**src/sv/mea_pkg.sv**
```systemverilog
// Shared types, codes and sizing constants of the mesh edge adjacency builder.
`timescale 1ns / 1ps
package mea_pkg;

  localparam int MAX_VERTICES_DEF  = 1024;
  localparam int MAX_TRIANGLES_DEF = 1024;
  localparam int COORD_BITS_DEF    = 16;

  localparam int IDX_W  = 10;  // vertex index field width
  localparam int COORD_W = 16; // coordinate field width
  localparam int SLOT_W = 12;  // half-edge slot field width

  localparam logic [1:0] OP_LOAD   = 2'd0;
  localparam logic [1:0] OP_ADD    = 2'd1;
  localparam logic [1:0] OP_QUERY  = 2'd2;
  localparam logic [1:0] OP_CLEAR  = 2'd3;

  localparam logic [1:0] ST_FOUND    = 2'd0;
  localparam logic [1:0] ST_OPEN     = 2'd1;
  localparam logic [1:0] ST_UNFILLED = 2'd2;

  // one stored half-edge
  typedef struct packed {
    logic [IDX_W-1:0] s;
    logic [IDX_W-1:0] e;
    logic [IDX_W-1:0] o;
  } hedge_t;

  typedef struct packed {
    logic       capture;
    logic       clear;
    logic       vload;
    logic       fetch_en;
    logic [1:0] fetch_sel;
    logic       mul_en;
    logic [3:0] mul_step;
    logic       set_flip;
    logic       he_write;
    logic [1:0] he_sel;
    logic       tri_inc;
    logic       q_read;
    logic       q_latch;
    logic       scan_step;
    logic       res_unfilled;
    logic       out_load;
  } cmd_t;

  typedef struct packed {
    logic full;
    logic norm_en;
    logic slot_filled;
    logic hit;
    logic miss;
    logic out_free;
  } stat_t;

endpackage

```
**src/sv/mea_ctrl.sv**
```systemverilog
// Sequencer for vertex loads, triangle adds and twin-edge queries.
`timescale 1ns / 1ps
module mea_ctrl (
  input  logic          clk,
  input  logic          rst,
  input  logic          in_valid,
  output logic          in_stall,
  input  logic [1:0]    opcode,
  input  mea_pkg::stat_t st,
  output mea_pkg::cmd_t  cmd
);
  import mea_pkg::*;

  localparam logic [3:0] S_IDLE    = 4'd0;
  localparam logic [3:0] S_ADD_CHK = 4'd1;
  localparam logic [3:0] S_FETCH   = 4'd2;
  localparam logic [3:0] S_MUL     = 4'd3;
  localparam logic [3:0] S_MDRAIN  = 4'd4;
  localparam logic [3:0] S_MSIGN   = 4'd5;
  localparam logic [3:0] S_WRITE   = 4'd6;
  localparam logic [3:0] S_Q_CHK   = 4'd7;
  localparam logic [3:0] S_Q_LATCH = 4'd8;
  localparam logic [3:0] S_SCAN    = 4'd9;
  localparam logic [3:0] S_RESULT  = 4'd10;

  localparam logic [3:0] FETCH_LAST = 4'd3;
  localparam logic [3:0] MUL_LAST   = 4'd11;
  localparam logic [3:0] WRITE_LAST = 4'd2;

  logic [3:0] state, state_next;
  logic [3:0] cnt, cnt_next;
  logic       accept;

  assign in_stall = (state != S_IDLE);
  assign accept   = in_valid && !in_stall;

  always_comb begin
    state_next = state;
    cnt_next   = cnt;
    cmd        = '0;
    case (state)
      S_IDLE: begin
        if (accept) begin
          cmd.capture = 1'b1;
          cnt_next    = '0;
          case (opcode)
            OP_LOAD:  cmd.vload = 1'b1;
            OP_ADD:   state_next = S_ADD_CHK;
            OP_QUERY: state_next = S_Q_CHK;
            default:  cmd.clear = 1'b1;
          endcase
        end
      end
      S_ADD_CHK: begin
        if (st.full) begin
          state_next = S_IDLE;
        end else if (st.norm_en) begin
          state_next = S_FETCH;
        end else begin
          cmd.set_flip = 1'b1;
          state_next   = S_WRITE;
        end
      end
      S_FETCH: begin
        cmd.fetch_en  = (cnt != FETCH_LAST);
        cmd.fetch_sel = cnt[1:0];
        cnt_next      = cnt + 4'd1;
        if (cnt == FETCH_LAST) begin
          cnt_next   = '0;
          state_next = S_MUL;
        end
      end
      S_MUL: begin
        cmd.mul_en   = 1'b1;
        cmd.mul_step = cnt;
        cnt_next     = cnt + 4'd1;
        if (cnt == MUL_LAST) begin
          cnt_next   = '0;
          state_next = S_MDRAIN;
        end
      end
      S_MDRAIN: state_next = S_MSIGN;
      S_MSIGN: begin
        cmd.set_flip = 1'b1;
        state_next   = S_WRITE;
      end
      S_WRITE: begin
        cmd.he_write = 1'b1;
        cmd.he_sel   = cnt[1:0];
        cnt_next     = cnt + 4'd1;
        if (cnt == WRITE_LAST) begin
          cmd.tri_inc = 1'b1;
          cnt_next    = '0;
          state_next  = S_IDLE;
        end
      end
      S_Q_CHK: begin
        if (st.slot_filled) begin
          cmd.q_read = 1'b1;
          state_next = S_Q_LATCH;
        end else begin
          cmd.res_unfilled = 1'b1;
          state_next       = S_RESULT;
        end
      end
      S_Q_LATCH: begin
        cmd.q_latch = 1'b1;
        state_next  = S_SCAN;
      end
      S_SCAN: begin
        cmd.scan_step = 1'b1;
        if (st.hit || st.miss) begin
          state_next = S_RESULT;
        end
      end
      S_RESULT: begin
        if (st.out_free) begin
          cmd.out_load = 1'b1;
          state_next   = S_IDLE;
        end
      end
      default: state_next = S_IDLE;
    endcase
  end

  always_ff @(posedge clk) begin
    if (rst) begin
      state <= S_IDLE;
      cnt   <= '0;
    end else begin
      state <= state_next;
      cnt   <= cnt_next;
    end
  end

  a_scan_ends: assert property (@(posedge clk) disable iff (rst)
    (state == S_SCAN && (st.hit || st.miss)) |=> (state == S_RESULT))
    else $error("scan did not hand over to result");
  a_mul_count: assert property (@(posedge clk) disable iff (rst)
    (state == S_MUL) |-> (cnt <= MUL_LAST))
    else $error("multiply step out of range");
  a_write_done: assert property (@(posedge clk) disable iff (rst)
    cmd.tri_inc |-> (state == S_WRITE && cnt == WRITE_LAST))
    else $error("triangle counted before all half-edges written");
endmodule

```
**config.mk**
```make
export PLATFORM = sky130hd
export DESIGN_NAME = mea_ctrl
export DESIGN_NICKNAME = d
export VERILOG_FILES = /design/src/sv/mea_pkg.sv /design/src/sv/mea_ctrl.sv
export SDC_FILE = /design/constraint.sdc
export NUM_CORES = 1
export LEC_CHECK = 0
export BUFFER_PORTS_ARGS = -buffer_cell sky130_fd_sc_hd__buf_2
export CAP_MARGIN = 20
export CORE_MARGIN = 2
export CORE_UTILIZATION = 42
export CTS_CLUSTER_DIAMETER = 50
export DETAILED_ROUTE_END_ITERATION = 8
export MAX_ROUTING_LAYER = met4
export PLACE_DENSITY = 0.86
export SLEW_MARGIN = 20
export SYNTH_ARGS = -nofsm -noshare
export SYNTH_HDL_FRONTEND = slang
export SYNTH_SLANG_ARGS = --single-unit
```
**constraint.sdc**
```tcl
create_clock -name clk -period 1.9 [get_ports clk]
set_input_delay 0.38 -clock clk [delete_from_list [all_inputs] [get_ports clk]]
set_output_delay 0.38 -clock clk [all_outputs]
set_load 0.1 [all_outputs]
```
==> results of run 1 <==
[synthesized netlist by cell type (all sizes together)]
library cell   n  area (um2)
and3           6        37.5
nand3          3        15.0
nor3           5        25.0
a31oi          2        12.5
a211o          1        8.76
and4           1        8.76
nor4           3        18.8
mux2i          2        20.0
o31ai          1        7.51
clkbuf         4        15.0
nor2          13        48.8
nand2b         3        18.8
and2           5        31.3
a21oi         12        60.1
o21ai         10        50.1
clkinv         1        3.75
nand3b         1        7.51
mux2           1        15.0
dfxtp          8         160
or3            1        6.26
ha             5        62.6
a2111oi        1        15.0
or3b           1        8.76
a221oi         1        15.0
inv            8        30.0
buf            2        8.75
a22oi          1        7.51
nand2         11        41.3
nor2b          3        18.8
[what timing repair did]
item	in CTS
buffers inserted	3
gates resized for setup	17
pin swaps	6
setup endpoints to repair	21
[kinds of logic after synthesis]
group | after synthesis | synth area share
simple gates | 56 | 0.368
compound gates | 29 | 0.227
buf+inv | 15 | 0.0739
flops | 8 | 0.206
mux | 3 | 0.0450
fa+ha+maj | 5 | 0.0804
[through the flow]
stage	setup slack, ns	cell area [um2]	TNS (ns)
CTS	-0.0445	1610	-0.227
detailed placement	-0.0668	1510	-0.124
global placement	0.0369	1510	0
floorplan	-0.488	936	-3.27
==> run metrics, run 1 <==
Placed Instances between 150 and 200; # clock sinks 8; Core Rows 15; Seq/Total Area, Yosys 0.206; IO Pins 33; Distinct cells, synth 30; Starting Density 0.451; worst_ep kind top-level output; syn_area_per_cell around 6.7 um2; Gate Count Post-Synth about 120; die width 47.0 um; Worst EP post-GRT repair cmd[5]; htree depth 1; hpwl dp 2.62 mm; Ys Warns 0; chip height roughly 47 um; Post-Syn Nets roughly 130; clk buf depth 2; PortBufs 32; Root Buffer clkbuf_4; Mapped Area 778 um2; flop and latch count out of synthesis 8; Failed at 5_1_grt; pin count of the biggest net entering global routing 17; status did not finish; Run Error [ERROR DPL-0038] Utilization greater than 100%, impossible to legalize; TritonCTS buffer count 3; hold bufs inserted after CTS 0; Routability Congestion just under 1
==> run 2: changes to the inputs <==
- CORE_AREA: not set -> 2 2 63 65
- CORE_MARGIN: 2 -> not set
- CORE_UTILIZATION: 42 -> not set
- CTS_CLUSTER_DIAMETER: 50 -> not set
- DIE_AREA: not set -> 0 0 65 67
- MAX_ROUTING_LAYER: met4 -> not set
- PLACE_DENSITY: 0.86 -> not set
- PLACE_DENSITY_LB_ADDON: not set -> 0.15
- clock period: 1.9 -> 2.5 ns (I/O delays scaled with it)
==> run metrics, run 2 <==
TritonCTS clock tree built; Largest regs cnt x4, state x4; Final Cycle Share 0.940; Core Rows 22; drt pass-1 iters 4; Post-synth top cells 13 x nor2_1, 12 x a21oi_1, 11 x nand2_1, 10 x o21ai_0; die width 65 um; Final Critical Period 2.35 ns; hpwl dp ~2.1 mm; diode count 0; Yosys top cell by area dfxtp_1; Power Total between 1000 and 1500 uW; pin count of the biggest net entering global routing 14; Peak Freq around 0.43 GHz; Synth Area in Simple Gates 0.368; switch share 0.565; TritonCTS buffer count 3; IO Pins 33; Post-synth EDFFs 0; reg2reg setup slack approximately 0.35 ns; Max-Cap Viols 0; Slew @ Worst Pin between 0.6 and 0.7 ns; Via density about 4.7; Async S/R FF share, synth 0; CP Class flip-flop to output pin; initial antenna violation count 0; gr ovfl total 0; largest family of logic cells by synthesized area simple AND/OR/NAND/NOR gates; Fillers ~370; Starting Density 0.216; Final Hold Fails 0; Final Slew Violations 0; crit path buf inv count 2; status completed; Clk network pwr share 0.126; CP max-delay cell nor4_1; Root Buffer clkbuf_8; Levels on crit path 4; routed wire length 2.50 mm; Seq/Total Area, Yosys 0.206; PortBufs 32; Gate power share 0.709; Mapped Area 778 um2; Leak Pwr approximately 0.00059 uW; Synth Area in Compound Gates 0.227; clk buf depth 2; number of setup violations in the final report 0; Critical Path Fanout Max 13; First DRT Iteration DRCs 31; Gate Count Post-Synth around 120; Synth top area share 0.206; Seq pwr share 0.165; clock latency on the worst-skew pair about 0.23 ns; Critical Path AT about 1.9 ns; syn_area_per_cell roughly 6.7 um2; Post-CTS Setup Inserts 0; CP cell instances buf_4 > nor4_1 > and3_1 > buf_12; Remaining DRCs 0; Distinct cells, synth 30; via count 944; cts repair resizes 0; total track usage 0.120; Ys Warns 0; Post-Syn Nets 132; count leader, synth nor2_1; VDD IR max around 0.00043 V; chip height approximately 67 um; clock-pin slew on the worst setup and hold paths 0.04 ns; reg2reg start cnt[1]$_SDFFE_PP0P_; flop and latch count out of synthesis 8; Startpoint Class flip-flop; R2R Path End state[0]$_SDFFE_PP0P_; P_int 540 uW; htree depth 1; Slew headroom 0.583; reg2reg path depth 6; residual antenna-violating net count after detailed routing 0; CP top delay family simple AND/OR/NAND/NOR gates; die area approximately 0.0044 mm2; fraction of the mapped netlist area in adder cells 0.0804; # nets final 170; hold bufs inserted after CTS 0; Final Util 0.372; share of layout cells above drive strength 1 0.388; worst setup path end cmd[19]; post-synthesis mux area share 0.0450; total negative slack 0 ns; Worst path max stage delay roughly 0.54 ns; WP data required ~2 ns; Area contributors post-synth dfxtp_1 21%, ha_1 8.0%, a21oi_1 7.7%; PwrDens between 900 and 1000 mW/mm2; post-synthesis xor/xnor area fraction 0; Register Area 160 um2; Routability Congestion around 0.78; RSZ-0062 raised after global routing false; Area growth syn-to-layout 72.3%; multi-input logic area 622 um2; # clock sinks 8; commonest cells after routing, fill and taps aside 18 x buf_2, 14 x buf_12, 11 x nor2_1, 11 x nand2_1, 11 x a21oi_1; Wirelength per Cell ~13 um; Worst setup EP type output pin; Net Sw Power 700 uW; ys flop type dfxtp_1; leading cell type in the layout, fill and taps excluded buf_2; crit path from state[0]$_SDFFE_PP0P_; first-pass GRT wire length around 4.0 mm; Setup Skew approximately 0.0056 ns; Core Area ~0.0036 mm2; hold crit path type flip-flop to flip-flop; vias in the first global route approximately 880
run 2: stage by stage:
step | instance area (um2) | setup WS [ns] | std cells | hold WS [ns]
after global routing | 1340 | 0.0392 | 200 | 0.585
after CTS | 1340 | 0.126 | 200 | 0.549
final | 1340 | 0.150 | 200 | 0.547
after floorplan | 855 | -0.451 | 116 | 0.504
after detailed placement | 1300 | 0.358 | 197 | 0.542
after global placement | 1300 | 0.408 | 197 | 0.547
run 2: final cells by class:
class                   count  area share
clock buffers               3      0.0308
repair buffers             39       0.315
inverters                   9      0.0261
well taps                  48      0.0448
multi-input cells          93       0.464
flip-flops and latches      8       0.119
run 2: worst min-delay path by stage:
stage | from | end | slack [ns] | depth (start not counted)
finish | state[1]$_SDFFE_PP0P_ | state[1]$_SDFFE_PP0P_ | 0.55 | 2
global route | state[1]$_SDFFE_PP0P_ | state[1]$_SDFFE_PP0P_ | 0.58 | 2
CTS | state[1]$_SDFFE_PP0P_ | state[1]$_SDFFE_PP0P_ | 0.55 | 2
detailed placement | state[1]$_SDFFE_PP0P_ | state[1]$_SDFFE_PP0P_ | 0.54 | 2
floorplan | cnt[2]$_SDFFE_PP0P_ | cnt[2]$_SDFFE_PP0P_ | 0.50 | 2
global placement | state[1]$_SDFFE_PP0P_ | state[1]$_SDFFE_PP0P_ | 0.55 | 2
run 2: cell families (layout without fill, tap and decap cells):
family,after synthesis,in the layout
simple gates,56,56
compound gates,29,29
buf+inv,15,51
flops,8,8
fa+ha+maj,5,5
mux,3,3
run 2: worst min-delay path, stage by stage (launching register included):
cell	delay, ns
dfxtp_1	0.35
nand2b_1	0.09
mux2i_1	0.06
run 2: power by group through the flow:
stage,clock network [uW],logic [uW],registers [uW]
final,156,879,204
after global routing,162,935,209
after CTS,159,884,203
after detailed placement,0,884,204
after global placement,0,881,205
after floorplan,0,675,177
run 2: layer usage:
metal	GRT usage	up-vias	wire length, um	part of all wire
met4	0.0479	0	18	0.0072
li1	-	478	-	-
met2	0.198	27	1210	0.48
met1	0.147	437	1110	0.45
met5	0	-	0	0
met3	0.0321	2	159	0.064
Note: power is estimated with default switching activity, not from simulation.
==> run 3: changes to the inputs <==
- ABC_AREA: not set -> 1
==> run metrics, run 3 <==
Peak Freq between 0.4 and 0.5 GHz; Final Critical Period ~2.3 ns; reg2reg path depth 9; Critical Path AT ~1.8 ns; Routability Congestion around 0.76; Max-Cap Viols 0; Cells on Worst Hold Path 2; Async S/R FF share, synth 0; clock-pin slew on the worst setup and hold paths roughly 0.040 ns; status completed; Wirelength per Cell ~11 um; Setup Skew 0.00335 ns; Core Rows 22; Synth top area share 0.214; Placed Instances between 200 and 250; syn_area_per_cell roughly 5.5 um2; # nets final 189; share of layout cells above drive strength 1 0.281; first-pass GRT wire length between 3 and 4 mm; DP Area 983 um2; Core Area between 0.003 and 0.004 mm2; ys flop type dfxtp_1; chip height 67 um; hold bufs inserted after CTS 0; vias in the first global route ~870; commonest cells after routing, fill and taps aside 33 x nand2_1, 32 x buf_2, 31 x nor2_1; total track usage 0.111; Root Buffer clkbuf_8; Design Area, Final a little over 0.001 mm2; Register Area around 160 um2; WP data required approximately 2.0 ns; cts repair resizes 0; TritonCTS clock tree built; Post-synth EDFFs 0; Leak Pwr between 0.0005 and 0.0006 uW; clk buf depth 2; die width ~65 um; Post-synth top cells 33 x nand2_1, 33 x nor2_1, 20 x inv_1, 11 x nand3_1, 8 x dfxtp_1; flop and latch count out of synthesis 8; gr ovfl total 0; Remaining DRCs 0; Worst setup EP type output pin; PortBufs 32; routed wire length 2.33 mm; drt pass-1 iters 4; Post-CTS Setup Inserts 0; htree depth 1; Slew headroom 0.674; pin count of the biggest net entering global routing 9; clock latency on the worst-skew pair approximately 0.23 ns; Ys Warns 0; Gate Count Post-Synth between 100 and 150; # clock sinks 8; Final Util 0.284; multi-input logic area approximately 500 um2; die area 0.00436 mm2; Yosys top cell by area dfxtp_1; Final Cycle Share 0.918; Fillers around 430; RSZ-0062 raised after global routing false; IO Pins 33; hpwl dp 1.97 mm; Final Hold Fails 0; Via density 4.22; PwrDens around 1200 mW/mm2; Critical Path Fanout Max 8; leading cell type in the layout, fill and taps excluded nand2_1; First DRT Iteration DRCs 14; Final Slew Violations 0; Slew @ Worst Pin 0.492 ns; via count 924; VDD IR max about 0.00049 V; Area contributors post-synth dfxtp_1 21%, nand2_1 17%, nor2_1 17%; Distinct cells, synth 17; Starting Density 0.207; Mapped Area about 750 um2; hold crit path type flip-flop to flip-flop; residual antenna-violating net count after detailed routing 0; TritonCTS buffer count 3; Largest regs cnt x4, state x4; Post-Syn Nets 152; Seq/Total Area, Yosys 0.214; initial antenna violation count 0; Area growth syn-to-layout 37.0%; CP Class flip-flop to output pin; Startpoint Class flip-flop; number of setup violations in the final report 0; diode count 0; fin cells approximately 220
==> run 3: cell types whose count changed in the layout (fill, tap and decap cells not counted), sizes merged, moves of 5 or more <==
cell	delta
a21oi	-5
and2	-5
and3	-6
buf	-7
inv	+16
nand2	+23
nand3	+9
nor2	+23
o21ai	-7
==> run 3: metrics by stage <==
stage / TNS [ns] / total power, uW / setup slack [ns] / hold WS, ns
global route: 0 / 1300 / 0.0977 / 0.522
global placement: 0 / 1070 / 0.429 / 0.494
CTS: 0 / 1220 / 0.184 / 0.497
finish: 0 / 1210 / 0.204 / 0.493
detailed placement: 0 / 1060 / 0.426 / 0.490
floorplan: -0.285 / 899 / -0.0535 / 0.460
==> run 3: power breakdown <==
group | internal (uW) | switching, uW
sequential | 161 | 43.1
combinational | 170 | 680
clock | 104 | 51.2
==> run 3: metal layers <==
layer	vias up	share of wire	GRT usage
met5	-	0	0
met4	0	0.012	0.0479
met3	4	0.051	0.0186
met2	20	0.44	0.191
met1	405	0.49	0.137
li1	495	-	-
==> run 3: critical path, stage by stage (launching register included) <==
cell	delay, ns
dfxtp_1	0.35
nor2_2	0.32
nand3_1	0.30
nor2_1	0.16
buf_2	0.44
==> run 3: area by class of cell <==
cell class,instances,area share
inverters,24,0.0879
flip-flops and latches,8,0.156
clock buffers,3,0.0403
multi-input cells,104,0.501
well taps,48,0.0586
repair buffers,32,0.156
==> run 3: final timing paths <==
check                        startpoint  slack (ns)               endpoint
setup / recovery  state[2]$_SDFFE_PP0P_        0.20                cmd[11]
hold / removal      cnt[3]$_SDFFE_PP0P_        0.49    cnt[3]$_SDFFE_PP0P_
setup reg to reg    cnt[0]$_SDFFE_PP0P_        1.03  state[1]$_SDFFE_PP0P_
hold reg to reg     cnt[3]$_SDFFE_PP0P_        0.49    cnt[3]$_SDFFE_PP0P_
==> run 3: cells by family after synthesis <==
group / share of synthesized area
DFF: 0.214
adders and majority gates: 0.0836
xor gates and xnor gates: 0.0234
and+or+nand+nor: 0.482
AOI/OAI and AO/OA: 0.0769
buffers and inverters: 0.120
==> run 4: changes to the inputs <==
--- a/config.mk
+++ b/config.mk
@@ -8,3 +8,2 @@
 export ABC_AREA = 1
-export BUFFER_PORTS_ARGS = -buffer_cell sky130_fd_sc_hd__buf_2
 export CAP_MARGIN = 20
@@ -13,2 +12,3 @@
 export DIE_AREA = 0 0 65 67
+export DONT_BUFFER_PORTS = 1
 export PLACE_DENSITY_LB_ADDON = 0.15
==> constraint.sdc (replaced) <==
create_clock -name clk -period 2.5 [get_ports clk]
set_input_delay 0.25 -clock clk [delete_from_list [all_inputs] [get_ports clk]]
set_output_delay 0.25 -clock clk [all_outputs]
set_load 0.1 [all_outputs]
==> run metrics, run 4 (synthesized netlist as in run 3, its figures left out) <==
status completed; cts repair resizes 0; Largest regs cnt x4, state x4; CP max-delay cell dfxtp_1; CP Class flip-flop to output pin; total negative slack 0 ns; Slew @ Worst Pin between 0.3 and 0.4 ns; Critical Path Fanout Max 8; CP top delay family simple AND/OR/NAND/NOR gates; hold_ws about 0.085 ns; Routability Congestion ~0.8; Peak Freq 0.519 GHz; hold bufs inserted after CTS 0; Worst path max stage delay approximately 0.34 ns; clk buf depth 2; initial antenna violation count 0; gr ovfl total 0; die width around 65 um; Critical Path AT roughly 1.7 ns; Wirelength per Cell 11.1 um; number of setup violations in the final report 0; Root Buffer clkbuf_8; commonest cells after routing, fill and taps aside 33 x nand2_1, 22 x buf_4, 20 x inv_1; clock-pin slew on the worst setup and hold paths 0.04 ns; TritonCTS clock tree built; share of layout cells above drive strength 1 0.311; RSZ-0062 raised after global routing false; CP cell instances nor2_2 > nand3_1 > nor2_2 > buf_4; final worst slack between 0.5 and 0.6 ns; First DRT Iteration DRCs 19; Register Area about 160 um2; multi-input logic area approximately 560 um2; Post-CTS Setup Inserts 0; first-pass GRT wire length 3.78 mm; Core Area roughly 0.0036 mm2; IO Pins 33; Final Util 0.297; drt pass-1 iters 4; chip height between 60 and 70 um; Leak Pwr roughly 0.00054 uW; vias in the first global route ~870; WP data required 2.25 ns; Starting Density 0.207; Power Total around 1300 uW; Most common cell on crit path nor2_2; VDD IR max between 0.0005 and 0.0006 V; # nets final 179; residual antenna-violating net count after detailed routing 0; htree depth 1; Startpoint Class flip-flop; diode count 0; # clock sinks 8; Slew headroom 0.756; Core Rows 22; Max-Cap Viols 0; hpwl dp around 2.0 mm; via count about 900; hold crit path type primary input to flip-flop; PortBufs 0; leading cell type in the layout, fill and taps excluded nand2_1; Final Hold Fails 0; die area between 0.004 and 0.005 mm2; routed wire length 2.32 mm; Final Critical Period between 1.5 and 2 ns; Worst setup EP type output pin; Final Slew Violations 0; Remaining DRCs 0; TritonCTS buffer count 3; crit path buf inv count 1; Setup Skew slightly below 0.005 ns; clock latency on the worst-skew pair around 0.23 ns; Final Cycle Share 0.770; Fillers around 410; PwrDens 1170 mW/mm2; pin count of the biggest net entering global routing 9; Via density around 4.4; total track usage 0.112; Place WS roughly 0.80 ns; Area growth syn-to-layout 43.3%
[run 4: cell count changes in the layout (fill, tap and decap cells not counted)]
cell,previous run,this run
nor3_2,2,0
buf_2,32,0
nor2_2,5,17
nor3_4,0,2
nor2_1,31,19
buf_4,0,22
[run 4: power breakdown]
group	switching, uW	internal [uW]	leakage (uW)	total, uW
combinational	700	193	0.000458	893
clock	51.4	104	0.0000216	156
sequential	43.0	161	0.0000652	204
total	794	459	0.000545	1250
[run 4: worst paths after layout]
check	start	to	slack (ns)	cells past startpoint
hold / removal	rst	cnt[3]$_SDFFE_PP0P_	0.08	1
hold reg to reg	cnt[3]$_SDFFE_PP0P_	cnt[3]$_SDFFE_PP0P_	0.49	2
setup reg to reg	state[0]$_SDFFE_PP0P_	state[1]$_SDFFE_PP0P_	0.94	8
setup / recovery	state[3]$_SDFFE_PP0P_	cmd[10]	0.57	4
[run 4: cell type report]
class / count / area share
Sequential cell: 8 / 0.149
Timing Repair Buffer: 22 / 0.154
Tap cell: 48 / 0.0560
Inverter: 24 / 0.0840
Clock buffer: 3 / 0.0385
Multi-Input combinational cell: 104 / 0.518
[run 4: metrics by stage]
stage | cell area [um2] | instances
after floorplan | 763 | 136
after global placement | 1030 | 206
after detailed placement | 1030 | 206
after CTS | 1070 | 209
after global routing | 1070 | 209
final | 1070 | 209
[run 4: layer usage]
layer  GRT usage  up-vias  wire, um
met2       0.192       23      1090
met5           0        -         0
met3      0.0253        2       133
li1            -      473         -
met1       0.137      412      1080
met4      0.0399        0        14
